### src/rtl/quaternion_trs_model_matrix_unit_defines.svh
// Assertion helpers for the TRS model matrix unit.
// The file using them must have clk_i and rst_ni in scope.
`ifndef QUATERNION_TRS_MODEL_MATRIX_UNIT_DEFINES_SVH
`define QUATERNION_TRS_MODEL_MATRIX_UNIT_DEFINES_SVH

// Property checked at every clock edge outside reset.
`define QTRS_ASSERT(lbl, prop, msg) \
  lbl: assert property (@(posedge clk_i) disable iff (!rst_ni) (prop)) else $error(msg);

// Implication: when cond holds, prop holds in the next cycle.
`define QTRS_ASSERT_NEXT(lbl, cond, prop, msg) \
  lbl: assert property (@(posedge clk_i) disable iff (!rst_ni) (cond) |=> (prop)) \
    else $error(msg);

`endif

### src/rtl/qtrs_pkg.sv
package qtrs_pkg;

  localparam int unsigned PosW     = 32;
  localparam int unsigned ScaleW   = 16;
  localparam int unsigned QuatW    = 16;
  localparam int unsigned QuatFrac = 14;
  localparam int unsigned OutW     = 32;

  // Quaternion products are Q4.28; rotation entries need two more bits.
  localparam int unsigned QProdW   = 2 * QuatW;
  localparam int unsigned RotW     = QProdW + 2;
  localparam int unsigned MulW     = RotW + ScaleW;
  localparam int unsigned SumW     = MulW + 1;
  localparam int unsigned DropBits = 20;
  localparam int unsigned RndW     = SumW - DropBits;
  localparam int unsigned SatW     = ((RndW > OutW) ? RndW : OutW) + 1;

  localparam logic signed [RotW-1:0] RotOne  = RotW'(1) <<< (2 * QuatFrac);
  localparam logic signed [SumW-1:0] HalfLsb = SumW'(1) <<< (DropBits - 1);
  localparam logic signed [SatW-1:0] OutMax  =
    {{(SatW - OutW + 1){1'b0}}, {(OutW - 1){1'b1}}};
  localparam logic signed [SatW-1:0] OutMin  =
    {{(SatW - OutW + 1){1'b1}}, {(OutW - 1){1'b0}}};

  typedef struct packed {
    logic signed [PosW-1:0]   pos_x;
    logic signed [PosW-1:0]   pos_y;
    logic signed [PosW-1:0]   pos_z;
    logic signed [ScaleW-1:0] scale_x;
    logic signed [ScaleW-1:0] scale_y;
    logic signed [ScaleW-1:0] scale_z;
    logic signed [QuatW-1:0]  quat_x;
    logic signed [QuatW-1:0]  quat_y;
    logic signed [QuatW-1:0]  quat_z;
    logic signed [QuatW-1:0]  quat_w;
  } qtrs_in_t;

  typedef struct packed {
    logic signed [OutW-1:0] m00;
    logic signed [OutW-1:0] m01;
    logic signed [OutW-1:0] m02;
    logic signed [OutW-1:0] m10;
    logic signed [OutW-1:0] m11;
    logic signed [OutW-1:0] m12;
    logic signed [OutW-1:0] m20;
    logic signed [OutW-1:0] m21;
    logic signed [OutW-1:0] m22;
    logic signed [OutW-1:0] t_x;
    logic signed [OutW-1:0] t_y;
    logic signed [OutW-1:0] t_z;
  } qtrs_out_t;

  typedef struct packed {
    logic signed [PosW-1:0] x;
    logic signed [PosW-1:0] y;
    logic signed [PosW-1:0] z;
  } qtrs_pos_t;

  // Load enables for the two stages inside each entry slice.
  typedef struct packed {
    logic mul_en;
    logic rnd_en;
  } qtrs_stage_en_t;

endpackage

### src/rtl/qtrs_entry.sv
// One matrix entry: scale multiply, then round to nearest and saturate.
module qtrs_entry (
  input  logic                                 clk_i,
  input  qtrs_pkg::qtrs_stage_en_t             en_i,
  input  logic signed [qtrs_pkg::RotW-1:0]     rot_i,
  input  logic signed [qtrs_pkg::ScaleW-1:0]   scale_i,
  output logic signed [qtrs_pkg::OutW-1:0]     value_o
);

  logic signed [qtrs_pkg::MulW-1:0] prod_d, prod_q;
  logic signed [qtrs_pkg::SumW-1:0] biased;
  logic signed [qtrs_pkg::RndW-1:0] rnd;
  logic signed [qtrs_pkg::SatW-1:0] rnd_ext;
  logic signed [qtrs_pkg::OutW-1:0] value_d, value_q;

  assign prod_d = rot_i * scale_i;

  always_ff @(posedge clk_i) begin
    if (en_i.mul_en) begin
      prod_q <= prod_d;
    end
  end

  // ties go towards plus infinity: add half an lsb, floor shift
  assign biased  = qtrs_pkg::SumW'(prod_q) + qtrs_pkg::HalfLsb;
  assign rnd     = qtrs_pkg::RndW'(biased >>> qtrs_pkg::DropBits);
  assign rnd_ext = qtrs_pkg::SatW'(rnd);

  always_comb begin
    if (rnd_ext > qtrs_pkg::OutMax) begin
      value_d = qtrs_pkg::OutMax[qtrs_pkg::OutW-1:0];
    end else if (rnd_ext < qtrs_pkg::OutMin) begin
      value_d = qtrs_pkg::OutMin[qtrs_pkg::OutW-1:0];
    end else begin
      value_d = rnd_ext[qtrs_pkg::OutW-1:0];
    end
  end

  always_ff @(posedge clk_i) begin
    if (en_i.rnd_en) begin
      value_q <= value_d;
    end
  end

  assign value_o = value_q;

endmodule

### config.mk
export PLATFORM = sky130hd
export DESIGN_NAME = qtrs_entry
export DESIGN_NICKNAME = d
export VERILOG_FILES = /design/src/rtl/quaternion_trs_model_matrix_unit_defines.svh /design/src/rtl/qtrs_pkg.sv /design/src/rtl/qtrs_entry.sv
export SDC_FILE = /design/constraint.sdc
export NUM_CORES = 1
export LEC_CHECK = 0
export BUFFER_PORTS_ARGS = -buffer_cell sky130_fd_sc_hd__buf_2
export CAP_MARGIN = 20
export CORE_ASPECT_RATIO = 1.1
export CORE_UTILIZATION = 41
export DETAILED_ROUTE_END_ITERATION = 7
export PLACE_DENSITY = 0.66
export SLEW_MARGIN = 20
export SYNTH_ARGS = -nofsm -noshare
export SYNTH_HDL_FRONTEND = slang
export SYNTH_SLANG_ARGS = --single-unit
### constraint.sdc
create_clock -name clk_i -period 6.8 [get_ports clk_i]
set_input_delay 1.36 -clock clk_i [delete_from_list [all_inputs] [get_ports clk_i]]
set_output_delay 1.36 -clock clk_i [all_outputs]
set_load 0.05 [all_outputs]
==> results.md, run 1 <==
* Status: finished with violations
* Failing checks: negative setup slack
* Sequential fraction of the synthesis area at 9.13%
* Gate count after technology mapping at 2,212
* Mux cell area share after synthesis at 0%
* Critical path startpoint category: primary input
* Die area at ~50,000 µm²
* EDFF count, synth at 63
* Skew-Pair Late Insertion Delay at 0.33 ns
* Number of global-route vias before repair at 17.9k
* Final Hold Viols at 0
* RSZ-0062 raised after global routing: true
* Global route overflow at 0
* DRT Wirelength at 55,300 µm
* Worst setup EP type: flip-flop
* CP bufs+invs at 7
* DRT Pass-1 Iters at 5
* Data required, critical path at about 7.0 ns
* H-tree depth at 3
* Worst path arrival time at between 7 and 8 ns
* Gr usage total at between 20% and 30%
* First-pass GRT wire length at 89,900 µm
* Via count at 15.7k
* Hpwl dp at 46,500 µm
* CTS max path bufs at 2
* Cell Area, Placed at 23,800 µm²
* Simple-Gate Fraction of Synth Area at 15.7%
* Synth Warn # at 0
* CP max FO at 8
* Die width at 216 µm
* Share of layout cells above drive strength 1 at 21.2%
* Area of the core at 50,000 µm²
* Area contributors post-synth: fa_1 50%, inv_1 10%, edfxtp_1 9.1%, ha_1 7.0%, and2_1 6.7%
* Critical-path cell list: buf_12 > buf_12 > and2_4 > fa_1 > inv_1 > fa_1 > fa_1 > inv_1 > fa_1 > fa_1 > inv_1 > fa_1 > inv_2 > ha_4 > a21o_1 > a21o_1 > a21oi_2 > nand4bb_1 > a311oi_2 > buf_4 > o211ai_4 > a31o_4 > a2111o_1 > nand4_1
* Largest net degree at the start of global routing at 33
* Min Hold Slack at 0.590 ns
* DRT iter0 DRCs at about 800
* CTS tree: built
* Chip height at 238 µm
* Tmin final at 6.94 ns
* Vias per cell at approximately 4.9
* Layout Nets at 3,183
* Flops & latches, synth at 63
* Largest family of logic cells by synthesized area: adder cells
* Top FF cell, synth: edfxtp_1
* Most common cell after layout, fill and taps aside: inv_1
* Ports at 85
* Most frequent CP cell: fa_1
* Crit path kind: primary input to flip-flop
* # setup viols final at 4
* Input/output buffers at 84
* Delay-heaviest family, CP: adder cells
* Initial Util at 41.4%
* RePlAce Congestion at 0.887
* Setup slack after layout at -0.136 ns
* Yosys top cell area share at 49.6%
* WP depth at 24
* Mapped Nets at 2,894
* ANT nets after route at 0
* Synth Area in Compound Gates at approximately 3.6%
* DR DRC count at 0
* FF-to-FF path depth at 7
* Number of buffers created by CTS at 9
* Synthesized area per cell at about 9.4 µm²
* Ys async rst share at 0%
* Slowest CP cell: fa_1
* Mapped Area at 20,700 µm²
* Count of pins over their slew limit at 0
* Clock root buffer master: clkbuf_16
* Clk sinks at between 60 and 70
* Total of max-cap violations at 0
* Hold Crit Class: flip-flop to flip-flop
* XOR/XNOR Fraction of Synth Area at 2.92%
* Worst-case clock skew at 0.00963 ns
* Max Freq at 144 MHz
* Adder-cell share of the synthesized area at 56.6%
* Worst path max stage delay at 0.52 ns
* Cell taking the most area after synthesis: fa_1
* Initial antenna violation count at 0
* Commonest non-fill, non-tap cells in the layout: 547 x inv_1, 484 x fa_1, 315 x nand2_1, 248 x buf_4, 207 x and2_1
* Design Area, Final at 25,300 µm²
* Number of antenna diodes at 0
* Worst Hold Path Cells at 1
* Std cell rows at 86
* Average wire per standard cell at between 15 and 20 µm
* # hold bufs at CTS at 0
* Final period utilization at 102%
* Worst-Margin Slew at between 0.7 and 0.8 ns
* Clk slew on worst S/H paths at 0.06 ns
* Slew HR at between 40 and 50%
* Area Overhead vs Synth at 22.3%
* Yosys cell types at 50
-- sequential cells by signal (all words and copies together) (netlist names) --
signal	flops
value_o	32
prod_q	31
-- synthesized netlist by cell type (2+ instances only) --
| cell | n |
|---|---|
| a211oi_1 | 4 |
| a21boi_0 | 2 |
| a21o_1 | 21 |
| a21oi_1 | 34 |
| a31o_2 | 2 |
| a31oi_1 | 7 |
| and2_1 | 221 |
| and3_1 | 9 |
| and4_1 | 2 |
| buf_1 | 2 |
| buf_2 | 2 |
| clkbuf_1 | 90 |
| edfxtp_1 | 63 |
| fa_1 | 513 |
| ha_1 | 116 |
| inv_1 | 566 |
| nand2_1 | 322 |
| nand2b_1 | 9 |
| nand3_1 | 23 |
| nand4_1 | 20 |
| nor2_1 | 56 |
| nor2b_1 | 2 |
| nor3_1 | 5 |
| nor4_1 | 2 |
| o211ai_1 | 4 |
| o21a_1 | 3 |
| o21ai_0 | 16 |
| o21ai_1 | 4 |
| o21bai_1 | 3 |
| or3_1 | 2 |
| xnor2_1 | 47 |
| xor2_1 | 22 |
-- layout make-up --
type / instances / area [µm²]
clock buffers: 9 / 225
clock inverters: 7 / 78.8
fillers: 4528 / 24700
inverters: 567 / 2130
multi-input cells: 1487 / 17000
flip-flops and latches: 63 / 1890
well taps: 660 / 826
repair buffers: 373 / 3200
-- logic make-up (layout without fill, tap and decap cells) --
group | Yosys count | count (layout)
AND/OR/NAND/NOR | 676 | 676
buffers and inverters | 662 | 956
adder cells (fa/ha/maj) | 629 | 629
AO/OA/AOI/OAI | 113 | 113
XOR/XNOR | 69 | 69
flip-flops | 63 | 63
-- repair_timing --
action,4_1_cts,5_1_grt
setup buffers,19,9
gates cloned,3,3
endpoints found under the setup margin,23,23
pin swaps,75,65
gates resized for setup,139,103
-- routing by layer --
metal  GRT usage (%)  vias up  wire length [µm]
met3            3.13      128              2590
met2            41.0      422             29000
met1            26.3     8103             21100
li1                -     7004                 -
met4            9.92        0              2620
met5               0        -                 0
-- final timing paths --
check,from,to,slack [ns]
setup reg to reg,prod_q[21],value_o[26],4.60
hold reg to reg,prod_q[37],value_o[17],0.59
setup / recovery,scale_i[4],prod_q[44],-0.14
hold / removal,prod_q[37],value_o[17],0.59
-- per-stage QoR --
stage,instances,setup TNS (ns),utilization (%),setup WS [ns]
global placement,3119,-10.89,47.5,-0.679
CTS,3154,-0.126,49.5,-0.0843
global route,3166,-2.17,50.6,-0.307
detailed placement,3119,-11.93,47.5,-0.700
floorplan,2212,-0.307,-,-0.141
finish,3166,-0.253,50.6,-0.136
Power of run 1 is left out: the tool's default activity adds up to more than one toggle a clock period on the data nets, which glitch-free logic cannot reach.
==> run 2: changes to the inputs <==
--- a/config.mk
+++ b/config.mk
@@ -7,10 +7,10 @@
 export LEC_CHECK = 0
 export BUFFER_PORTS_ARGS = -buffer_cell sky130_fd_sc_hd__buf_2
 export CAP_MARGIN = 20
-export CORE_ASPECT_RATIO = 1.1
 export CORE_UTILIZATION = 41
 export DETAILED_ROUTE_END_ITERATION = 7
 export PLACE_DENSITY = 0.66
+export RECOVER_POWER = 100
 export SLEW_MARGIN = 20
 export SYNTH_ARGS = -nofsm -noshare
 export SYNTH_HDL_FRONTEND = slang
==> constraint.sdc (replaced) <==
create_clock -name clk_i -period 6.3 [get_ports clk_i]
set_input_delay 1.26 -clock clk_i [delete_from_list [all_inputs] [get_ports clk_i]]
set_output_delay 1.26 -clock clk_i [all_outputs]
set_load 0.05 [all_outputs]
==> run 2 against run 1 <==
The flow finishes with violations (design-rule violations, max-capacitance violations, max-slew violations, negative setup slack). Core utilization up 1.1 points. Non-clock buffer count up 24. Register-to-register slack worse by 0.55 ns. Critical path depth down 3. Cell count up 1.2%. Highest routed layer unchanged.
==> results.md, run 2 (synthesis results as in run 1) <==
* CTS tree: built
* Max Freq at 146 MHz
* DRT Pass-1 Iters at 8
* Area of the core at 50,000 µm²
* Crit path kind: primary input to flip-flop
* Setup WS pre-CTS at -1.32 ns
* Clk sinks at 63
* Worst path max stage delay at 0.60 ns
* Multi-input gate area at 17,300 µm²
* CTS max path bufs at 2
* Global route overflow at 0
* Initial antenna violation count at 2
* Share of layout cells above drive strength 1 at 23.1%
* # setup viols final at 27
* Critical-path cell list: buf_6 > buf_12 > and2_4 > fa_2 > fa_1 > fa_2 > fa_2 > fa_1 > inv_2 > fa_1 > inv_2 > ha_4 > a21o_1 > a21o_1 > a21oi_4 > nand4bb_4 > a311oi_4 > o211ai_4 > a31o_4 > a2111o_1 > nand4_1
* DRT iter0 DRCs at 890
* Worst-case clock skew at about 0.010 ns
* CP max FO at 8
* First-pass GRT wire length at 90,900 µm
* RePlAce Congestion at around 0.89
* Register area at 1890 µm²
* Final Hold Viols at 0
* Number of global-route vias before repair at 17.8k
* Initial Util at 41.5%
* Std cell rows at 82
* Worst setup EP type: flip-flop
* Average wire per standard cell at 17.3 µm
* Tmin final at 6.83 ns
* Critical path startpoint category: primary input
* Area Overhead vs Synth at 24.8%
* DRT Wirelength at between 50,000 and 60,000 µm
* Data required, critical path at between 6 and 7 ns
* Worst path arrival time at 7.03 ns
* Total of max-cap violations at 2
* Most common cell after layout, fill and taps aside: inv_1
* Hpwl dp at between 40,000 and 50,000 µm
* Slowest CP cell: fa_2
* Final period utilization at 108%
* Layout Nets at 3,207
* Hold path startpoint: prod_q[40]
* Worst-Margin Slew at 1.78 ns
* H-tree depth at 3
* RSZ-0062 raised after global routing: true
* Clk slew on worst S/H paths at 0.06 ns
* Fillers at about 4.6k
* Die width at about 230 µm
* Slew HR at -18.5%
* # hold bufs at CTS at 0
* Commonest non-fill, non-tap cells in the layout: 540 x inv_1, 476 x fa_1, 302 x nand2_1, 259 x buf_4, 191 x and2_1
* Vias per cell at just under 5
* Clock root buffer master: clkbuf_16
* Die area at 51,400 µm²
* Skew-Pair Late Insertion Delay at 0.33 ns
* Ports at 85
* Max FFs per register at 32
* Gr usage total at 23.0%
* Largest net degree at the start of global routing at 33
* ANT nets after route at 0
* Chip height at 227 µm
* Count of pins over their slew limit at 65
* Status: finished with violations
* R2r startpoint: prod_q[21]
* Via count at 15.7k
* Hold Crit Class: flip-flop to flip-flop
* Setup slack after layout at -0.533 ns
* Input/output buffers at 84
* CP Launch Point: scale_i[14]
* Failing checks: design-rule violations, max-capacitance violations, max-slew violations, negative setup slack
* Number of buffers created by CTS at 9
* DR DRC count at 1
run 2: cell count changes in the layout (fill, tap and decap cells not counted), sizes merged:
cell and delta:
diode +3, bufbuf -1, clkbuf +31, buf -4, inv -3, clkinv +2, bufinv -1
run 2: what timing repair did:
action,CTS,global route
gates resized for setup,171,137
setup endpoints to repair,31,31
setup buffers,20,21
cloned,0,1
pin swaps,80,112
run 2: worst paths after layout:
path / to / slack (ns) / cells past startpoint
setup / recovery: prod_q[44] / -0.53 / 21
hold / removal: value_o[20] / 0.58 / 1
setup reg to reg: value_o[26] / 4.05 / 7
hold reg to reg: value_o[20] / 0.58 / 1
run 2: final cells by class:
class | count | area share (%)
flip-flops and latches | 63 | 7.31
multi-input cells | 1487 | 66.9
clock inverters | 5 | 0.0968
repair buffers | 397 | 13.3
inverters | 567 | 8.25
well taps | 672 | 3.25
diodes | 3 | 0.0290
clock buffers | 11 | 0.900
run 2: through the flow:
step           area [µm²]  hold slack [ns]  utilization (%)  instances  setup TNS [ns]
6_report            25900            0.576             51.8       3205           -9.25
5_1_grt             25900            0.586             51.7       3202          -12.97
4_1_cts             25200            0.577             50.5       3183           -8.78
3_5_place_dp        24200            0.568             48.4       3149          -28.33
3_3_place_gp        24200            0.569             48.4       3149          -27.09
2_1_floorplan       21200            0.541                -       2212           -4.10
run 2: worst max-delay path, delay by kind of cell:
kind | cells | cell delay [ns]
compound gates | 7 | 1.78
fa+ha+maj | 7 | 3.24
buf+inv | 4 | 0.33
simple gates | 3 | 0.40
run 2: routing by layer:
layer	track usage (%)	part of all wire [%]
met5	0	0
met4	6.15	3.0
met3	2.46	4.7
met2	42.0	52
met1	28.8	40
Power of run 2 is left out for the same reason.
